$ cat src/rtl/byte_ring_buffer_chunked_unit_assert.svh
// Assertion macros for the byte ring buffer
`ifndef BYTE_RING_BUFFER_CHUNKED_UNIT_ASSERT_SVH
`define BYTE_RING_BUFFER_CHUNKED_UNIT_ASSERT_SVH
`ifndef SYNTH
`define BRB_ASSERT(lbl, clk, rst, prop) \
  lbl: assert property (@(posedge clk) disable iff (rst) prop) \
    else $error("brb assertion failed");
`define BRB_ASSERT_NEVER(lbl, clk, rst, prop) \
  `BRB_ASSERT(lbl, clk, rst, !(prop))
`else
`define BRB_ASSERT(lbl, clk, rst, prop)
`define BRB_ASSERT_NEVER(lbl, clk, rst, prop)
`endif
`endif

$ cat src/rtl/brb_pkg.sv
// Shared types and constants of the byte ring buffer
`default_nettype none
package brb_pkg;
  localparam int OP_W          = 2;
  localparam int LEN_W         = 4;
  localparam int DATA_W        = 64;
  localparam int FILL_W        = 11;
  localparam int CAP_W         = 11;
  localparam int BYTE_W        = 8;
  localparam int MAX_LANES     = 8;
  localparam int LANE_IDX_W    = 3;
  localparam int DEPTH_DEFAULT = 1024;
  localparam int LANES_DEFAULT = 8;
  localparam int CAP_RESET     = 1024;
  localparam int ROWS_DEFAULT  = 128;

  typedef enum logic [OP_W-1:0] {
    OP_WRITE = 2'd0,
    OP_READ  = 2'd1,
    OP_PEEK  = 2'd2
  } op_t;

  typedef struct packed {
    logic                  wr;
    logic                  rd;
    logic [LANE_IDX_W-1:0] lane;
    logic [LEN_W-1:0]      len;
  } lane_req_t;

  typedef struct packed {
    logic                  ok;
    logic                  rd;
    logic [LANE_IDX_W-1:0] lane;
    logic [LEN_W-1:0]      len;
    logic [FILL_W-1:0]     fill;
  } rsp_meta_t;
endpackage
`default_nettype wire

$ cat src/rtl/brb_merge.sv
// Merge stage: rotates lane bytes into order and holds the result register
`default_nettype none
module brb_merge #(
  parameter int LANES = brb_pkg::LANES_DEFAULT
) (
  input  wire logic                               clk,
  input  wire logic                               rst,
  input  wire logic                               s1_valid,
  input  wire brb_pkg::rsp_meta_t                 meta,
  input  wire logic [LANES*brb_pkg::BYTE_W-1:0]   rbytes,
  input  wire logic                               out_stall,
  output logic                                    take,
  output logic                                    out_valid,
  output logic                                    accepted,
  output logic [brb_pkg::DATA_W-1:0]              data_out,
  output logic [brb_pkg::FILL_W-1:0]              fill_level
);
  localparam int SEL_W = LANES > 1 ? $clog2(LANES) : 1;

  logic [brb_pkg::BYTE_W-1:0] rb [LANES];
  logic [brb_pkg::DATA_W-1:0] data_next;

  always_comb begin
    for (int j = 0; j < LANES; j++) begin
      rb[j] = rbytes[j*brb_pkg::BYTE_W +: brb_pkg::BYTE_W];
    end
  end

  always_comb begin
    logic [brb_pkg::LEN_W-1:0] sel;
    data_next = '0;
    for (int i = 0; i < brb_pkg::MAX_LANES; i++) begin
      sel = brb_pkg::LEN_W'(meta.lane) + brb_pkg::LEN_W'(i);
      if (sel >= brb_pkg::LEN_W'(LANES)) begin
        sel = sel - brb_pkg::LEN_W'(LANES);
      end
      if (meta.ok && meta.rd && (brb_pkg::LEN_W'(i) < meta.len)) begin
        data_next[i*brb_pkg::BYTE_W +: brb_pkg::BYTE_W] = rb[sel[SEL_W-1:0]];
      end
    end
  end

  assign take = ~out_valid | ~out_stall;

  always_ff @(posedge clk) begin
    if (rst) begin
      out_valid <= 1'b0;
    end else if (take) begin
      out_valid <= s1_valid;
    end
  end

  always_ff @(posedge clk) begin
    if (take && s1_valid) begin
      accepted   <= meta.ok;
      data_out   <= data_next;
      fill_level <= meta.fill;
    end
  end
endmodule
`default_nettype wire

$ cat config.mk
export PLATFORM = sky130hd
export DESIGN_NAME = brb_merge
export DESIGN_NICKNAME = d
export VERILOG_FILES = /design/src/rtl/byte_ring_buffer_chunked_unit_assert.svh /design/src/rtl/brb_pkg.sv /design/src/rtl/brb_merge.sv
export SDC_FILE = /design/constraint.sdc
export NUM_CORES = 1
export LEC_CHECK = 0
export ABC_AREA = 1
export BUFFER_PORTS_ARGS = -buffer_cell sky130_fd_sc_hd__buf_4
export CAP_MARGIN = 10
export CORE_MARGIN = 4
export CORE_UTILIZATION = 47
export DETAILED_ROUTE_END_ITERATION = 6
export GPL_ROUTABILITY_DRIVEN = 0
export PLACE_DENSITY_LB_ADDON = 0.05
export SYNTH_ARGS = -nofsm -noshare
export SYNTH_HDL_FRONTEND = slang
export SYNTH_SLANG_ARGS = --single-unit
$ cat constraint.sdc
create_clock -name clk -period 4.8 [get_ports clk]
set_clock_uncertainty 0.1 [all_clocks]
set_input_delay 0.48 -clock clk [delete_from_list [all_inputs] [get_ports clk]]
set_output_delay 0.48 -clock clk [all_outputs]
set_load 0.01 [all_outputs]
# == Word level (Yosys, flattened, before mapping) ==
# Index checks and enable logic that the tools add are counted.
# word_totals
output_inout_bits,78
register_bits,77
# op_classes
n_bitwise,11
n_mux,32
n_reduce_logical,10
n_addsub,15
magnitude_cmp,24
# op_table
operator,count
$bmux 8 s3,8
$mux 8,16
$ge 4x4->1 const B,15
$not 3->4,8
$mux 3,8
$sub 3x1->3 const B,8
$add 3x3->4 const B,4
$lt 3x4->1 const A,4
$logic_and 1x1->1,10
$add 3x2->4 const B,2
$lt 1x4->1 const A,2
$lt 2x4->1 const A,2
$add 3x1->4 const B,1
$ge 3x4->1 const B,1
$not 1->1,2
$or 1x1->1,1

# == Logic depth before layout (Yosys ltp) ==
# depth
ltp_word,7
mapped_depth,12

# == Least setup slack after synthesis ==
# No wires, ideal clock.
# synth_timing
path_type,input to register
from,input port s1_valid
to,register accepted (enable)
t_required_ns,4.165
path_stages,2
t_arrival_ns,4.202
path_slack_ns,-0.037
path_buffers,0
setup_ns,0.535
path_cell_list,inv_1 -> a21oi_1
# synth_between
elab_chain_len,1
# synth_rtl
element,line,source
start: declaration,brb_merge.sv:8,"input wire logic s1_valid,"
$logic_and 1x1->1,brb_merge.sv:54,if (take && s1_valid) begin
end signal: assignment,brb_merge.sv:55,accepted <= meta.ok;
end: declaration,brb_merge.sv:14,"output logic accepted,"
# No other way between the ends.
# A chain may end at the register's enable or synchronous reset.

# == Final worst setup path ==
# layout_timing
from,input port meta[16] in the netlist's numbering
to,"register data_out[40] in the netlist's numbering, data pin"
# layout_between
elab_chain_len,7
elab_cells_between_ends,8
cone_classes,add/sub: 2; order compare: 1; mux: 4; bitwise: 1
# layout_rtl
element,line,source
start: declaration,brb_merge.sv:9,"input wire brb_pkg::rsp_meta_t meta,"
$add 3x3->4 (*),brb_merge.sv:33,sel = brb_pkg::LEN_W'(meta.lane) + brb_pkg::LEN_W'(i);
$ge 4x4->1 / $sub 3x1->3 (equally long branches),"brb_merge.sv:34, brb_merge.sv:35",
$mux 3 (*),brb_merge.sv:34,if (sel >= brb_pkg::LEN_W'(LANES)) begin
$not 3->4 (not written as such) (*),brb_merge.sv:38,data_next[i*brb_pkg::BYTE_W +: brb_pkg::BYTE_W] = rb[sel[SEL_W-1:0]];
$bmux 8 s3 (*),brb_merge.sv:38,
$mux 8 (not written as such) (*) (2 in a row),brb_merge.sv:38,
end signal: assignment,brb_merge.sv:56,data_out <= data_next;
end: declaration,brb_merge.sv:15,"output logic [brb_pkg::DATA_W-1:0] data_out,"
# Every way passes the cells marked *; elsewhere a longest branch is shown, timed or not. The select of a mux whose other input is x is not followed.

==> impl_metrics.env <==
export IMPL_outcome="finished clean"
export IMPL_clk_pin_slew_ps=70
export IMPL_cellLeakagePower_uw=0.00344
export IMPL_cts_hold_buf=0
export IMPL_drtIter0Drc=502
export IMPL_cts_buffers=9
export IMPL_worstSetupPathType="in2reg"
export IMPL_seqCellArea_mm2=0.00230
export IMPL_period_minus_slack_ps=3130
export IMPL_required_ps=4810
export IMPL_synth_nets=871
export IMPL_syn_instance_count=781
export IMPL_cp_start_kind="input port"
export IMPL_vias=5700
export IMPL_cts_tree="done"
export IMPL_wl_per_cell_um=15.6
export IMPL_cts_setup_buffers=0
export IMPL_grt_util_met2_pct=39.4
export IMPL_power_uw=1860
export IMPL_rows=38
export IMPL_finalHoldViolCount=0
export IMPL_setup_viol=0
export IMPL_drc_errors=0
export IMPL_io_buffers=165
export IMPL_dieArea_mm2=0.0128
export IMPL_min_from="rst"
export IMPL_dp_hpwl_um=12900
export IMPL_fin_tns_setup_ps=0
export IMPL_hp_class="in2reg"
export IMPL_grtUsageMet3_pct=5.83
export IMPL_fmax_mhz=320
export IMPL_drive_gt1_share_pct=20.5
export IMPL_start_util_pct=48.0
export IMPL_fillers=991
export IMPL_synth_xor_area_share_pct=0.942
export IMPL_synth_compound_gate_area_share_pct=1.06
export IMPL_antennaDiodeCount=0
export IMPL_insertion_delay_ps=360
export IMPL_dp_cells=1052
export IMPL_first_pass_iters=7
export IMPL_ys_warn_count=0
export IMPL_crit_family="buffers and inverters"
export IMPL_first_global_vias=5116
export IMPL_most_common_layout_cells="387 x nand2_1, 168 x buf_4, 127 x nor2_1"
export IMPL_critPathMaxStageDelay_ps=780
export IMPL_path_buf_inv=3
export IMPL_coreArea_mm2=0.0108
export IMPL_top_usage_layer="met2"
export IMPL_fp_dieH_um=113
export IMPL_drv_slew=0
export IMPL_fin_crit_sh_pct=65.1
export IMPL_die_width_um=113
export IMPL_htree_levels=3
export IMPL_worstSetupEndpointType="flop"
export IMPL_wl_um=16700
export IMPL_ctsRootBufferMaster="clkbuf_8"
export IMPL_path_cells="buf_4 > inv_1 > ha_1 > inv_1 > nand3_1 > a21oi_1 > nor2_1"
export IMPL_cp_max_fo=35
export IMPL_seq_area_frac_synth_pct=44.4
export IMPL_syn2layout_area_growth_pct=28.4
export IMPL_rr_startpoint="out_valid$_SDFFE_PP0P_"
export IMPL_fin_nets=1013
export IMPL_hold_ws_ps=167
export IMPL_viasPerCell=5.34
export IMPL_avgSynthCellArea_um2=6.63
export IMPL_multiInputGateArea_mm2=0.00256
export IMPL_synth_fa_ha_area_share_pct=0.483
export IMPL_io_pins=166
export IMPL_stdcell_count=1068
export IMPL_synth_top_family_by_area="simple AND/OR/NAND/NOR gates"
export IMPL_gr_total_overflow=0
export IMPL_cp_arrival_ps=3140
export IMPL_grt_first_pass_wirelength_um=25800
export IMPL_synth_seq_cells=77
export IMPL_cp_common_cell="inv_1"
export IMPL_netlist_cell_type_count=16
export IMPL_cts_repair_resized=0
export IMPL_clock_sinks=77
export IMPL_critical_path_startpoint="meta[16]"
export IMPL_crit_slowest_cell="inv_1"
export IMPL_max_cap_violations=0
export IMPL_synth_simple_area_share_pct=46.7
export IMPL_grt_max_degree=67
export IMPL_peakVddDrop_v=0.000163
export IMPL_layout_commonest_cell="nand2_1"
export IMPL_synth_area_mm2=0.00518
export IMPL_grt_met1_usage_pct=35.6
export IMPL_power_density_mw_per_mm2=279
export IMPL_tightest_slew_ps=996
export IMPL_fin_util_pct=61.7
export IMPL_relSlewSlack_pct=33.5
export IMPL_grt_usage_pct=25.8
export IMPL_antenna_found_initial=0
export IMPL_rsz0062_at_grt="false"
export IMPL_synthMuxAreaShare_pct=0
export IMPL_cts_buffer_depth=2
export IMPL_antenna_left=0
cell families (layout without fill, tap and decap cells):
group	Yosys count	after routing
DFF	77	77
AOI/OAI and AO/OA	11	11
buffers and inverters	76	223
xor gates and xnor gates	3	3
and+or+nand+nor	612	612
adders and majority gates	2	2
routing by layer:
metal  part of all wire [%]  up-vias
li1                       -     2751
met1                     41     2557
met2                     44      340
met3                     11       52
met4                    3.7        0
met5                      0        -
worst register-to-register path: cells and delay by family, from the launching register on:
| kind | cells | cell delay [ps] |
|---|---|---|
| flip-flops | 1 | 350 |
| buffers and inverters | 1 | 660 |
| AO/OA/AOI/OAI | 1 | 630 |
final timing paths:
| path | end | slack, ps | cells after the start |
|---|---|---|---|
| worst max-delay path | data_out[40]$_SDFFCE_PN0P_ | 1670 | 7 |
| worst min-delay path | out_valid$_SDFFE_PP0P_ | 170 | 2 |
| worst max register to register | data_out[43]$_SDFFCE_PN0P_ | 2670 | 2 |
| worst min register to register | out_valid$_SDFFE_PP0P_ | 450 | 2 |
per-stage QoR:
step,setup slack (ps),instance area (um^2)
detailed placement,1410,6440
finish,1670,6650
global placement,1500,6440
CTS,1790,6650
global route,1500,6650
floorplan,1680,5180
sequential cells by signal, summed over array words and instances (netlist names):
| signal | count |
|---|---|
| accepted | 1 |
| data_out | 64 |
| fill_level | 11 |
| out_valid | 1 |
final cells by class:
cell class	instances	share of cell area [%]
timing repair buffer	168	19.0
multi-input combinational	628	38.5
inverter	39	2.20
sequential	77	34.6
clock inverter	5	1.17
tap	140	2.63
clock buffer	11	1.97
power breakdown:
group	internal [uW]	switching, uW
Clock	291	239
Combinational	195	323
Sequential	795	14.7
cell usage after synthesis:
master    count  area [um^2]
inv_2         4         15.0
inv_1        35          131
buf_2        21          105
buf_6         2         22.5
xnor2_2       3         48.8
nor2_1      127          477
ha_1          2         25.0
nand3_1      98          490
edfxtp_1     76         2280
clkbuf_1      9         33.8
buf_1         4         15.0
a21oi_1      10         50.1
dfxtp_1       1         20.0
buf_4         1         7.51
o21ai_1       1         5.00
nand2_1     387         1450
No activity file was read; power rests on OpenSTA's default activity.
