==> config.mk <==
export PLATFORM = sky130hd
export DESIGN_NAME = brb_lane
export DESIGN_NICKNAME = d
export VERILOG_FILES = /design/src/rtl/byte_ring_buffer_chunked_unit_assert.svh /design/src/rtl/brb_pkg.sv /design/src/rtl/brb_ram.sv /design/src/rtl/brb_lane.sv
export SDC_FILE = /design/constraint.sdc
export NUM_CORES = 1
export LEC_CHECK = 0
export BUFFER_PORTS_ARGS = -buffer_cell sky130_fd_sc_hd__buf_4
export CAP_MARGIN = 20
export CORE_UTILIZATION = 45
export CTS_CLUSTER_DIAMETER = 100
export DETAILED_ROUTE_END_ITERATION = 8
export PLACE_DENSITY = 0.67
export SLEW_MARGIN = 10
export SYNTH_ARGS = -nofsm -noshare
export SYNTH_HDL_FRONTEND = slang
export SYNTH_HIERARCHICAL = 1
export SYNTH_SLANG_ARGS = --single-unit
==> constraint.sdc <==
create_clock -name clk -period 5 [get_ports clk]
set_input_delay 0 -clock clk [delete_from_list [all_inputs] [get_ports clk]]
set_output_delay 0 -clock clk [all_outputs]
set_load 0.05 [all_outputs]
==> src/rtl/byte_ring_buffer_chunked_unit_assert.svh <==
// Assertion macros for the byte ring buffer
`ifndef BYTE_RING_BUFFER_CHUNKED_UNIT_ASSERT_SVH
`define BYTE_RING_BUFFER_CHUNKED_UNIT_ASSERT_SVH
`ifndef SYNTH
`define BRB_ASSERT(lbl, clk, rst, prop) \
  lbl: assert property (@(posedge clk) disable iff (rst) prop) \
    else $error("brb assertion failed");
`define BRB_ASSERT_NEVER(lbl, clk, rst, prop) \
  `BRB_ASSERT(lbl, clk, rst, !(prop))
`else
`define BRB_ASSERT(lbl, clk, rst, prop)
`define BRB_ASSERT_NEVER(lbl, clk, rst, prop)
`endif
`endif

==> src/rtl/brb_pkg.sv <==
// Shared types and constants of the byte ring buffer
`default_nettype none
package brb_pkg;
  localparam int OP_W          = 2;
  localparam int LEN_W         = 4;
  localparam int DATA_W        = 64;
  localparam int FILL_W        = 11;
  localparam int CAP_W         = 11;
  localparam int BYTE_W        = 8;
  localparam int MAX_LANES     = 8;
  localparam int LANE_IDX_W    = 3;
  localparam int DEPTH_DEFAULT = 1024;
  localparam int LANES_DEFAULT = 8;
  localparam int CAP_RESET     = 1024;
  localparam int ROWS_DEFAULT  = 128;

  typedef enum logic [OP_W-1:0] {
    OP_WRITE = 2'd0,
    OP_READ  = 2'd1,
    OP_PEEK  = 2'd2
  } op_t;

  typedef struct packed {
    logic                  wr;
    logic                  rd;
    logic [LANE_IDX_W-1:0] lane;
    logic [LEN_W-1:0]      len;
  } lane_req_t;

  typedef struct packed {
    logic                  ok;
    logic                  rd;
    logic [LANE_IDX_W-1:0] lane;
    logic [LEN_W-1:0]      len;
    logic [FILL_W-1:0]     fill;
  } rsp_meta_t;
endpackage
`default_nettype wire

==> src/rtl/brb_ram.sv <==
// Generic single-write, single-read RAM with registered read data
`default_nettype none
module brb_ram #(
  parameter int WIDTH = brb_pkg::BYTE_W,
  parameter int DEPTH = brb_pkg::ROWS_DEFAULT
) (
  input  wire logic                                  clk,
  input  wire logic                                  we,
  input  wire logic [(DEPTH > 1 ? $clog2(DEPTH) : 1)-1:0] waddr,
  input  wire logic [WIDTH-1:0]                      wdata,
  input  wire logic                                  re,
  input  wire logic [(DEPTH > 1 ? $clog2(DEPTH) : 1)-1:0] raddr,
  output logic      [WIDTH-1:0]                      rdata
);
  logic [WIDTH-1:0] mem [DEPTH];

  always_ff @(posedge clk) begin
    if (we) begin
      mem[waddr] <= wdata;
    end
    if (re) begin
      rdata <= mem[raddr];
    end
  end
endmodule
`default_nettype wire

==> src/rtl/brb_lane.sv <==
// One byte lane: picks its byte of the chunk and owns one storage bank
`default_nettype none
module brb_lane #(
  parameter int LANE_ID = 0,
  parameter int LANES   = brb_pkg::LANES_DEFAULT,
  parameter int ROWS    = brb_pkg::ROWS_DEFAULT,
  parameter int ROW_W   = 7
) (
  input  wire logic                          clk,
  input  wire brb_pkg::lane_req_t            req,
  input  wire logic [ROW_W-1:0]              row,
  input  wire logic [ROW_W-1:0]              row_inc,
  input  wire logic [brb_pkg::DATA_W-1:0]    wbytes,
  output logic      [brb_pkg::BYTE_W-1:0]    rbyte
);
  localparam logic [brb_pkg::LEN_W-1:0] ID_V = brb_pkg::LEN_W'(LANE_ID);

  logic [brb_pkg::LEN_W-1:0]  idx;
  logic                       same_row;
  logic                       hit;
  logic [ROW_W-1:0]           addr;
  logic [brb_pkg::BYTE_W-1:0] wbyte;

  // position of this lane's byte within the chunk
  always_comb begin
    same_row = ID_V >= brb_pkg::LEN_W'(req.lane);
    if (same_row) begin
      idx = ID_V - brb_pkg::LEN_W'(req.lane);
    end else begin
      idx = ID_V + brb_pkg::LEN_W'(LANES) - brb_pkg::LEN_W'(req.lane);
    end
    hit   = idx < req.len;
    addr  = same_row ? row : row_inc;
    wbyte = wbytes[{idx[brb_pkg::LANE_IDX_W-1:0], 3'b000} +: brb_pkg::BYTE_W];
  end

  brb_ram #(
    .WIDTH(brb_pkg::BYTE_W),
    .DEPTH(ROWS)
  ) u_bank (
    .clk  (clk),
    .we   (req.wr & hit),
    .waddr(addr),
    .wdata(wbyte),
    .re   (req.rd & hit),
    .raddr(addr),
    .rdata(rbyte)
  );
endmodule
`default_nettype wire

## Word level (Yosys, flattened, before mapping)

Memory sizes are Yosys's and may differ from the RTL's. A register that Yosys moved wholly into a read port is not among the register bits.
Cells that the tools add are included.

- Bitwise logic cells: 2
- Reduce and logical (&&, ||, !) cells: 0
- Add/sub/neg operators: 2
- Divide/modulo/power cells: 0
- Multiplexer cells: 4
- Eq/ne operators: 0
- Multipliers: 0
- $lt $le $gt $ge: 2
- Shift-type cells: 1

Operators by type and width:

| operator | count |
|---|---|
| $shiftx A64 B7 Y8 | 1 |
| $mux W7 | 1 |
| $lt A4 B4 Y1 | 1 |
| $mux W4 | 1 |
| $sub A1 B3 Y4 const A | 1 |
| $sub A4 B3 Y4 const A | 1 |
| $ge A1 B3 Y1 const A | 1 |
| $and A1 B1 Y1 | 2 |
| $mux W1 | 2 |

- Memories kept: 1
- Register bits: 0
- Memory bits (writable): 1024
- Output and inout bits: 8
- Memory bits (read-only): 0
- Input port bits: 88
- Bits in latches: 0

Memories:

| memory | words | width | rd ports | clocked after memory_dff | write ports | line | text |
|---|---|---|---|---|---|---|---|
| u_bank.mem | 128 | 8 | 1 | 1 | 1 | brb_ram.sv:15 | `logic [WIDTH-1:0] mem [DEPTH];` |

## Depth between registers and ports, before layout

Gate-level depths: netlist of the first run.

- Word-level depth: 6
- Mapped depth: 15
- Gate-level depth less buffers: 11

## Cells and area by module

Netlist of the first run, hierarchy kept.

By module, submodules not included:

| module | cells each | area each (um^2) | times used |
|---|---|---|---|
| brb_ram | 1635 | 39745.6 | 1 |
| brb_lane | 72 | 744.5 | 1 |

## Worst setup path before layout of the first run

Ideal clock, no wire load.

- Path type: input -> register
- From: input port req[4] (netlist bit)
- To: register u_bank.rdata[0] (read register of u_bank.mem), data pin
- Path slack: 1285 ps
- Path buffers: 4
- Setup time: 260 ps
- Stages: 12
- Arrival: 3455 ps
- Cell sequence: buf_2 inv_2 ha_1 ha_1 clkbuf_1 mux2_2 clkbuf_1 buf_1 mux4_2 mux4_2 mux4_2 mux2_2

- Elaborated cells on any way between the ends: 7

RTL lines:

| item | line | text |
|---|---|---|
| start, declared | brb_lane.sv:10 | `input wire brb_pkg::lane_req_t req,` |
| $ge A1 B3 Y1 | brb_lane.sv:26 | `same_row = ID_V >= brb_pkg::LEN_W'(req.lane);` |
| $mux W7 | brb_lane.sv:33 | `addr = same_row ? row : row_inc;` |
| net addr[0] | brb_lane.sv:21 | `logic [ROW_W-1:0] addr;` |
| end, declared | brb_ram.sv:13 | `output logic [WIDTH-1:0] rdata` |

The timed path passes the listed nets, and every way through them passes these cells.

## Worst setup path in the final report of the first run

- From: input port req[4] (netlist bit)
- To: memory u_bank/mem[28][2] (netlist bit) (enable)

- Longest elaborated chain between the ends: 6
- Elaborated cells on any way between the ends: 9

RTL lines:

| item | line | text |
|---|---|---|
| $sub A4 B3 Y4, or another cell as far along | brb_lane.sv:30 | `idx = ID_V + brb_pkg::LEN_W'(LANES) - brb_pkg::LEN_W'(req.lane);` |
| $mux W4 | brb_lane.sv:27 | `if (same_row) begin` |
| $lt A4 B4 Y1 | brb_lane.sv:32 | `hit = idx < req.len;` |
| $and A1 B1 Y1 | brb_lane.sv:42 | `.we (req.wr & hit),` |
| $mux W1 | brb_ram.sv:18 | `if (we) begin` |
| $mux W1 (implied by the code) | brb_ram.sv:19 | `mem[waddr] <= wdata;` |
| end, declared | brb_ram.sv:15 |  |

Parallel ways exist; a longest one is shown, timed or not.

==> flow_metrics.env, run 1 <==
export IMPL_reg2reg_slack_ns=2.41
export IMPL_power_leakage_nw=14.3
export IMPL_fin_crit_ns=3.48
export IMPL_yosysSeqAreaShare_pct=76.5
export IMPL_synth_compound_area_share_pct=0.0773
export IMPL_cts_tree="done"
export IMPL_synth_most_common_cell="edfxtp_1"
export IMPL_ioPinCount=96
export IMPL_portBuffers=95
export IMPL_power_mw=18.8
export IMPL_path_class="in2reg"
export IMPL_numCtsBuffers=99
export IMPL_grt_max_degree=102
export IMPL_synth_simple_gate_area_share_pct=1.99
export IMPL_syn_area_um2=40500
export IMPL_slowest_stage="nor2_1"
export IMPL_overflow=0
export IMPL_syn_inst=1707
export IMPL_yosysTopAreaCell="edfxtp_1"
export IMPL_peakVddDrop_mv=0.266
export IMPL_crit_cells=13
export IMPL_synth_xor_area_share_pct=0.0216
export IMPL_crit_family="simple AND/OR/NAND/NOR gates"
export IMPL_grtUsageTotal_pct=20.9
export IMPL_first_pass_iters=7
export IMPL_ys_types=25
export IMPL_nNetsFinal=2031
export IMPL_final_util_pct=52.5
export IMPL_drive_above_1_share_pct=36.0
export IMPL_cts_setup_buffers=0
export IMPL_worstHoldStart="req[4]"
export IMPL_dieArea_um2=91200
export IMPL_drt_total_wl_mm=93.2
export IMPL_reg2reg_to="u_bank/rdata[4]"
export IMPL_ys_warn_count=6
export IMPL_crit_arrival_ns=3.77
export IMPL_holdPathStages=3
export IMPL_start_util_pct=45.6
export IMPL_cpPeakStageDelay_ns=0.77
export IMPL_hold_ws_ns=0.129
export IMPL_clk_latency_ns=0.67
export IMPL_synth_mux_area_share_pct=20.1
export IMPL_synth_top_flop_cell="edfxtp_1"
export IMPL_crit_path_max_fanout=17
export IMPL_fin_crit_sh_pct=69.7
export IMPL_sw_frac_of_total_pct=22.2
export IMPL_row_count=109
export IMPL_synthArstFlopShare_pct=0
export IMPL_synth_top_cells_by_area="edfxtp_1, mux4_2, nor2_1, clkbuf_1, mux2_2"
export IMPL_synthTopCellsByCount="edfxtp_1, mux4_2, nor2_1"
export IMPL_h_tree_depth=3
export IMPL_cts_root_buf="clkbuf_16"
export IMPL_setup_violations=0
export IMPL_powerDensity_nw_per_um2=403
export IMPL_status="finished, violations left"
export IMPL_area_growth_pct=15.1
export IMPL_final_cells=3184
export IMPL_antenna_found_initial=3
export IMPL_cp_cell_sequence="buf_4 > inv_2 > ha_1 > ha_1 > buf_4 > ha_1 > a2111o_1 > a21boi_1 > buf_4 > nor2b_1 > nand2_1 > buf_4 > nor2_1"
export IMPL_hold_path_class="in2reg"
export IMPL_die_w_um=302
export IMPL_drtIter0Drc=2156
export IMPL_synth_edf_count=1032
export IMPL_clk_path_buf_depth=3
export IMPL_fmax_ghz=0.287
export IMPL_seq_power_share_pct=52.7
export IMPL_cts_reportedPaths_clkPinSlew_ns=0.06
export IMPL_p_switching_mw=4.16
export IMPL_end_kind="flip-flop"
export IMPL_p_int_mw=14.6
export IMPL_core_um2=88800
export IMPL_relSlewSlack_pct=25.6
export IMPL_maxCapViolations=0
export IMPL_viasPerCell=5.96
export IMPL_dp_hpwl_mm=58.2
export IMPL_rr_worst_depth=4
export IMPL_synth_top_family_by_area="multiplexers"
export IMPL_grt_pass1_wl_mm=136
export IMPL_placed_cell_area_um2=43400
export IMPL_ys_ff_latch=1032
export IMPL_die_h_um=302
export IMPL_synth_top_area_share_pct=76.5
export IMPL_final_area_um2=46600
export IMPL_yosys_area_share_adder_pct=0.155
export IMPL_drc_errors=10
export IMPL_path_buf_inv=5
export IMPL_numClockSinks=1032
export IMPL_rsz0062_at_grt="no"
export IMPL_final_hold_viol_count=0
export IMPL_tightestPinTransition_ns=1.12
export IMPL_place_ws_ns=0.806
export IMPL_p_comb_share_pct=8.7
export IMPL_syn_nets=1800
export IMPL_cp_data_required_time_ns=5.29
export IMPL_final_max_slew_viol_count=0
export IMPL_p_clk_share_pct=38.6
export IMPL_cp_common_cell="buf_4"
export IMPL_cp_start_kind="input pin"
export IMPL_violations="DRC"
export IMPL_numPlacedInstances=2999
export IMPL_setup_ws_ns=1.52
export IMPL_grt_pass1_vias=19273
export IMPL_rr_startpoint="u_bank/mem[119][4]"
export IMPL_setup_tns_ns=0
export IMPL_fin_skew_ns=0.0372
export IMPL_holdPathEnd="u_bank/mem[101][2]"
export IMPL_drt_wirelength_per_cell_um=29.3
export IMPL_num_vias=18978
export IMPL_ant_nets=0
export IMPL_syn_area_per_cell_um2=23.7
export IMPL_gp_congestion=0.820
-- worst max-delay path by stage --
stage | to | slack, ns | startpoint
CTS | u_bank/rdata[3] | 1.52 | req[4]
global route | u_bank/mem[24][2] | 1.33 | req[4]
detailed placement | u_bank/rdata[3] | 0.81 | req[4]
floorplan | u_bank/rdata[0] | 1.29 | req[4]
global placement | u_bank/rdata[3] | 0.86 | req[4]
finish | u_bank/mem[28][2] | 1.52 | req[4]
-- area by class of cell --
| class | count | area [um2] |
|---|---|---|
| clock buffers | 113 | 2530 |
| clock inverters | 68 | 606 |
| multi-input cells | 574 | 9130 |
| repair buffers | 225 | 1860 |
| diodes | 1 | 2.50 |
| well taps | 1165 | 1460 |
| inverters | 6 | 22.5 |
| flip-flops and latches | 1032 | 31000 |
| fillers | 6679 | 42200 |
-- timing repair --
item	4_1_cts	5_1_grt
hold buffers	1	0
endpoints found under the hold margin	8	0
gates resized for setup	0	0
-- worst min-delay path, stage by stage --
cell and delay, ns:
buf_4 0.15, nand2_1 0.10, nand2_4 0.24
-- kinds of logic after synthesis --
family,after synthesis
compound gates,4
flops,1032
fa+ha+maj,5
mux,367
buf+inv,101
xor+xnor,1
simple gates,197
-- per-layer routing --
layer / wire length [um] / part of all wire (%) / GRT usage, %
met5: 0 / 0 / 0
met4: 2560 / 2.7 / 6.43
met3: 8840 / 9.5 / 5.14
met2: 45000 / 48 / 32.9
met1: 36800 / 39 / 29.2
-- state kept, by name, indices dropped and copies added, names as in the netlist --
name	cells
u_bank/mem	1024
u_bank/rdata	8
-- cell usage in the layout, fill, tap and decap left out, types with 4 or more instances in the layout --
master,n
buf_4,212
clkinv_2,12
nor2b_1,7
mux4_1,6
nand2_1,30
nand2b_1,4
inv_1,5
nor2_1,122
bufinv_16,10
edfxtp_1,1032
mux4_2,346
nand2_4,8
mux2_2,11
clkinv_1,36
buf_12,10
clkbuf_1,14
nand3_1,12
clkbuf_16,99
nor3_1,10
ha_1,5
-- power groups by stage --
stage | combinational, mW | sequential (mW) | clock [mW]
after floorplan | 0.923 | 10.1 | 0
after global placement | 1.57 | 10.1 | 0
after detailed placement | 1.63 | 10.1 | 0
after CTS | 1.63 | 9.90 | 7.37
after global routing | 1.72 | 9.89 | 7.68
final | 1.63 | 9.89 | 7.25
Power figures use the tool's default switching activity.
==> run 2: changes to the inputs <==
--- a/config.mk
+++ b/config.mk
@@ -10,7 +10,7 @@
 export CORE_UTILIZATION = 45
 export CTS_CLUSTER_DIAMETER = 100
 export DETAILED_ROUTE_END_ITERATION = 8
-export PLACE_DENSITY = 0.67
+export PLACE_DENSITY = 0.69
 export SLEW_MARGIN = 10
 export SYNTH_ARGS = -nofsm -noshare
 export SYNTH_HDL_FRONTEND = slang
==> constraint.sdc (replaced) <==
create_clock -name clk -period 3.15 [get_ports clk]
set_input_delay 0 -clock clk [delete_from_list [all_inputs] [get_ports clk]]
set_output_delay 0 -clock clk [all_outputs]
set_load 0.05 [all_outputs]
==> run 2 against run 1 <==
Compared with the run above: the run still ends with DRC left; worst hold slack lost 0.0069 ns; final cell count grew 2.9%; sequential share of layout area shrank 1.4 points; clock power grew 60%; critical path depth shrank 2; global-route usage grew 0.20 points; routed wire length grew 0.56%; combinational power grew 66%; design area grew 2.2%; clock skew shrank 0.014 ns; non-clock buffer count grew 95; largest cell class unchanged.
==> flow_metrics.env, run 2 (same netlist as run 1, synthesis figures left out) <==
export IMPL_reg2reg_to="u_bank/rdata[5]"
export IMPL_powerDensity_nw_per_um2=630
export IMPL_drtIter0Drc=2003
export IMPL_grtUsageTotal_pct=21.1
export IMPL_rsz0062_at_grt="no"
export IMPL_crit_path_max_fanout=48
export IMPL_largest_registers="u_bank/mem: 1024 flops, u_bank/rdata: 8 flops"
export IMPL_end_kind="flip-flop"
export IMPL_rr_startpoint="u_bank/mem[119][5]"
export IMPL_final_area_um2=47600
export IMPL_die_h_um=302
export IMPL_reg2reg_slack_ns=0.60
export IMPL_power_leakage_nw=14.9
export IMPL_cts_setup_buffers=0
export IMPL_ioPinCount=96
export IMPL_fill_cells=6506
export IMPL_power_mw=30.0
export IMPL_rr_worst_depth=4
export IMPL_drc_errors=1
export IMPL_grt_pass1_vias=19991
export IMPL_nNetsFinal=2124
export IMPL_clk_latency_ns=0.67
export IMPL_cp_start_kind="input pin"
export IMPL_cts_reportedPaths_clkPinSlew_ns=0.06
export IMPL_cts_root_buf="clkbuf_16"
export IMPL_drive_above_1_share_pct=39.3
export IMPL_setup_violations=0
export IMPL_ant_nets=0
export IMPL_grt_max_degree=129
export IMPL_final_cell_mix="edfxtp_1, mux4_2, buf_4"
export IMPL_num_vias=19251
export IMPL_violations="DRC"
export IMPL_holdPathStages=5
export IMPL_dp_hpwl_mm=58.7
export IMPL_dieArea_um2=91200
export IMPL_peakVddDrop_mv=0.387
export IMPL_portBuffers=95
export IMPL_worstHoldStart="req[0]"
export IMPL_holdPathEnd="u_bank/rdata[1]"
export IMPL_cp_data_required_time_ns=3.58
export IMPL_maxCapViolations=0
export IMPL_area_growth_pct=17.6
export IMPL_row_count=109
export IMPL_drt_total_wl_mm=93.7
export IMPL_fin_crit_sh_pct=92.4
export IMPL_clk_path_buf_depth=3
export IMPL_cts_resized=0
export IMPL_numCtsBuffers=97
export IMPL_largest_register="u_bank/mem"
export IMPL_overflow=0
export IMPL_cts_tree="done"
export IMPL_gp_congestion=0.822
export IMPL_first_pass_iters=9
export IMPL_relSlewSlack_pct=43.2
export IMPL_final_common_cell="edfxtp_1"
export IMPL_h_tree_depth=3
export IMPL_start_util_pct=45.6
export IMPL_path_class="in2reg"
export IMPL_crit_arrival_ns=3.34
export IMPL_fin_crit_ns=2.91
export IMPL_hold_path_class="in2reg"
export IMPL_tightestPinTransition_ns=0.853
export IMPL_largest_register_ffs=1024
export IMPL_grt_pass1_wl_mm=137
export IMPL_die_w_um=302
export IMPL_core_um2=88800
export IMPL_numClockSinks=1032
export IMPL_final_max_slew_viol_count=0
export IMPL_fmax_ghz=0.343
export IMPL_viasPerCell=5.88
export IMPL_placed_cell_area_um2=44500
export IMPL_num_antenna_cells=0
export IMPL_antenna_found_initial=5
export IMPL_final_hold_viol_count=0
export IMPL_status="finished, violations left"
export IMPL_fin_skew_ns=0.0236
export IMPL_drt_wirelength_per_cell_um=28.6
-- run 2: area by class of cell --
type,instances,area [um2],share of cell area (%)
flip-flops and latches,1032,31000,65.1
multi-input cells,574,9150,19.2
repair buffers,320,2840,5.97
clock buffers,119,2550,5.36
well taps,1165,1460,3.06
clock inverters,59,604,1.27
inverters,6,30.0,0.0630
-- run 2: worst max-delay path by stage --
stage | from | endpoint | slack [ns] | cells after the start
finish | req[5] | u_bank/rdata[5] | 0.24 | 11
detailed placement | req[5] | u_bank/rdata[5] | -0.44 | 11
floorplan | req[4] | u_bank/rdata[1] | -0.03 | 13
global placement | req[5] | u_bank/rdata[5] | -0.42 | 11
global route | req[5] | u_bank/rdata[5] | 0.20 | 11
CTS | req[5] | u_bank/rdata[5] | 0.26 | 11
-- run 2: what timing repair did --
| item | in CTS | in global routing |
|---|---|---|
| endpoints found under the setup margin | 0 | 0 |
| hold buffers | 1 | 0 |
| hold endpoints to repair | 8 | 0 |
-- run 2: layer usage --
metal / track usage [%] / vias up / share of wire (%)
li1: - / 7958 / -
met1: 29.3 / 10287 / 40
met2: 34.3 / 883 / 50
met3: 4.55 / 119 / 8.6
met4: 5.63 / 4 / 2.1
met5: 0 / - / 0.032
-- run 2: stage by stage --
stage | TNS, ns | cells | setup slack [ns] | hold WS (ns) | util [%]
after global placement | -3.12 | 3096 | -0.424 | 0.640 | 50.1
after floorplan | -0.164 | 1707 | -0.0302 | 0.390 | -
after CTS | 0 | 3275 | 0.264 | 0.0826 | 53.6
after detailed placement | -3.24 | 3096 | -0.442 | 0.622 | 50.1
final | 0 | 3275 | 0.238 | 0.122 | 53.6
after global routing | 0 | 3275 | 0.198 | 0.128 | 53.6
-- run 2: worst max-delay path, cell delays in order --
cell and delay [ns]:
buf_4 0.12, inv_1 0.10, ha_4 0.15, ha_4 0.19, buf_4 0.21, mux2_8 0.48, buf_12 0.24, mux4_2 0.37
mux4_2 0.56, mux4_2 0.57, mux2_2 0.29
-- run 2: where the power goes --
part / internal [mW] / leakage, nW / switching [mW] / total [mW]
Combinational: 1.06 / 4.41 / 1.65 / 2.70
Sequential: 15.7 / 8.97 / 0.0406 / 15.7
Clock: 6.68 / 1.54 / 4.95 / 11.6
==> run 3: changes to the inputs <==
--- a/config.mk
+++ b/config.mk
@@ -8,6 +8,7 @@
 export BUFFER_PORTS_ARGS = -buffer_cell sky130_fd_sc_hd__buf_4
 export CAP_MARGIN = 20
 export CORE_UTILIZATION = 45
+export CTS_BUF_LIST = sky130_fd_sc_hd__clkbuf_16
 export CTS_CLUSTER_DIAMETER = 100
 export DETAILED_ROUTE_END_ITERATION = 8
 export PLACE_DENSITY = 0.69
==> run 3 against run 2 <==
Compared with the run above: non-clock buffer count is the same; core utilization is the same; first-iteration DRC count up 5.7%; clock-buffer cell count is 20 lower; worst setup slack improved by 0.0087 ns; die area unchanged; highest routed layer unchanged; the flow still finishes with violations (DRC).
==> flow_metrics.env, run 3 (same netlist as run 1, synthesis figures left out) <==
export IMPL_fmax_ghz=0.344
export IMPL_cts_resized=0
export IMPL_p_switching_mw=6.64
export IMPL_largest_register="u_bank/mem"
export IMPL_num_vias=19192
export IMPL_status="finished, violations left"
export IMPL_viasPerCell=5.86
export IMPL_grt_pass1_wl_mm=137
export IMPL_p_clk_share_pct=38.6
export IMPL_maxCapViolations=0
export IMPL_grt_pass1_vias=19990
export IMPL_final_cells=3275
export IMPL_drc_errors=1
export IMPL_start_util_pct=45.6
export IMPL_cp_common_cell="mux4_2"
export IMPL_p_comb_share_pct=9.0
export IMPL_fin_crit_ns=2.90
export IMPL_placed_cell_area_um2=44500
export IMPL_sw_frac_of_total_pct=22.2
export IMPL_gp_congestion=0.822
export IMPL_final_area_um2=47600
export IMPL_path_class="in2reg"
export IMPL_dp_hpwl_mm=58.7
export IMPL_powerDensity_nw_per_um2=629
export IMPL_clk_path_buf_depth=3
export IMPL_rr_startpoint="u_bank/mem[119][5]"
export IMPL_die_w_um=302
export IMPL_violations="DRC"
export IMPL_dieArea_um2=91200
export IMPL_area_growth_pct=17.6
export IMPL_crit_family="multiplexers"
export IMPL_final_cell_mix="edfxtp_1, mux4_2, buf_4"
export IMPL_grtUsageTotal_pct=21.1
export IMPL_num_antenna_cells=0
export IMPL_tightestPinTransition_ns=0.842
export IMPL_largest_register_ffs=1024
export IMPL_cp_start_kind="input pin"
export IMPL_end_kind="flip-flop"
export IMPL_peakVddDrop_mv=0.386
export IMPL_final_hold_viol_count=0
export IMPL_drt_wirelength_per_cell_um=28.6
export IMPL_fin_crit_sh_pct=92.2
export IMPL_nNetsFinal=2124
export IMPL_h_tree_depth=3
export IMPL_drtIter0Drc=2118
export IMPL_p_int_mw=23.3
export IMPL_largest_registers="u_bank/mem: 1024 flops, u_bank/rdata: 8 flops"
export IMPL_setup_tns_ns=0
export IMPL_portBuffers=95
export IMPL_numCtsBuffers=97
export IMPL_seq_power_share_pct=52.4
export IMPL_crit_path_max_fanout=48
export IMPL_cts_tree="done"
export IMPL_first_pass_iters=9
export IMPL_ant_nets=0
export IMPL_multi_input_area_um2=9150
export IMPL_drive_above_1_share_pct=39.3
export IMPL_grt_max_degree=129
export IMPL_cts_reportedPaths_clkPinSlew_ns=0.06
export IMPL_fill_cells=6506
export IMPL_numClockSinks=1032
export IMPL_ioPinCount=96
export IMPL_numPlacedInstances=3096
export IMPL_relSlewSlack_pct=43.9
export IMPL_row_count=109
export IMPL_cp_cell_sequence="buf_4 > inv_1 > ha_4 > ha_4 > buf_4 > mux2_8 > buf_12 > mux4_2 > mux4_2 > mux4_2 > mux2_2"
export IMPL_hold_path_class="in2reg"
export IMPL_power_leakage_nw=15.0
export IMPL_path_buf_inv=4
export IMPL_cp_startpoint="req[5]"
export IMPL_clk_latency_ns=0.67
export IMPL_regArea_um2=31000
export IMPL_cp_data_required_time_ns=3.58
export IMPL_die_h_um=302
export IMPL_antenna_found_initial=5
export IMPL_rsz0062_at_grt="no"
export IMPL_slowest_stage="mux4_2"
export IMPL_final_common_cell="edfxtp_1"
export IMPL_fin_skew_ns=0.0224
export IMPL_drt_total_wl_mm=93.8
export IMPL_core_um2=88800
export IMPL_worstHoldStart="req[0]"
export IMPL_crit_arrival_ns=3.33
export IMPL_setup_violations=0
export IMPL_overflow=0
export IMPL_cts_root_buf="clkbuf_16"
export IMPL_cpPeakStageDelay_ns=0.58
export IMPL_final_max_slew_viol_count=0
[run 3: final cells by class]
type | count | area share (%)
sequential | 1032 | 65.1
multi-input combinational | 574 | 19.2
timing repair buffer | 320 | 5.97
clock buffer | 99 | 5.20
tap | 1165 | 3.06
clock inverter | 79 | 1.43
inverter | 6 | 0.0630
[run 3: metrics by stage]
stage / hold WS (ns) / setup WS (ns) / power (mW) / util [%]
2_1_floorplan: 0.390 / -0.0302 / 17.6 / -
3_3_place_gp: 0.640 / -0.424 / 18.6 / 50.1
3_5_place_dp: 0.622 / -0.442 / 18.7 / 50.1
4_1_cts: 0.0826 / 0.264 / 30.2 / 53.6
5_1_grt: 0.128 / 0.198 / 30.8 / 53.6
6_report: 0.126 / 0.247 / 30.0 / 53.6
[run 3: repair_timing]
action / 4_1_cts / 5_1_grt
setup buffers: 0 / 0
hold buffers: 1 / 0
endpoints found under the hold margin: 8 / 0
[run 3: tightest hold or removal path, cell delays in order]
cell and delay, ns:
buf_4 0.11, nand2b_1 0.06, a2111o_1 0.15, a21boi_1 0.06, buf_4 0.20
[run 3: path summary, 6_finish.rpt]
check | slack (ns) | cells after the start | to
setup / recovery | 0.25 | 11 | u_bank/rdata[5]
hold / removal | 0.13 | 5 | u_bank/rdata[2]
setup reg to reg | 0.61 | 4 | u_bank/rdata[5]
hold reg to reg | 1.22 | 4 | u_bank/rdata[4]
[run 3: power groups by stage]
stage          clock network (mW)  logic [mW]  registers [mW]
2_1_floorplan                   0        1.56            16.1
3_3_place_gp                    0        2.64            16.0
3_5_place_dp                    0        2.72            16.0
4_1_cts                      11.7        2.74            15.7
5_1_grt                      12.2        2.85            15.7
6_report                     11.6        2.70            15.7
[run 3: layer usage]
metal	global-route usage, %	vias to the layer above	wire [um]
li1	-	7953	-
met1	29.3	10161	36700
met2	34.3	961	46400
met3	4.55	113	8720
met4	5.63	4	1920
met5	0	-	29
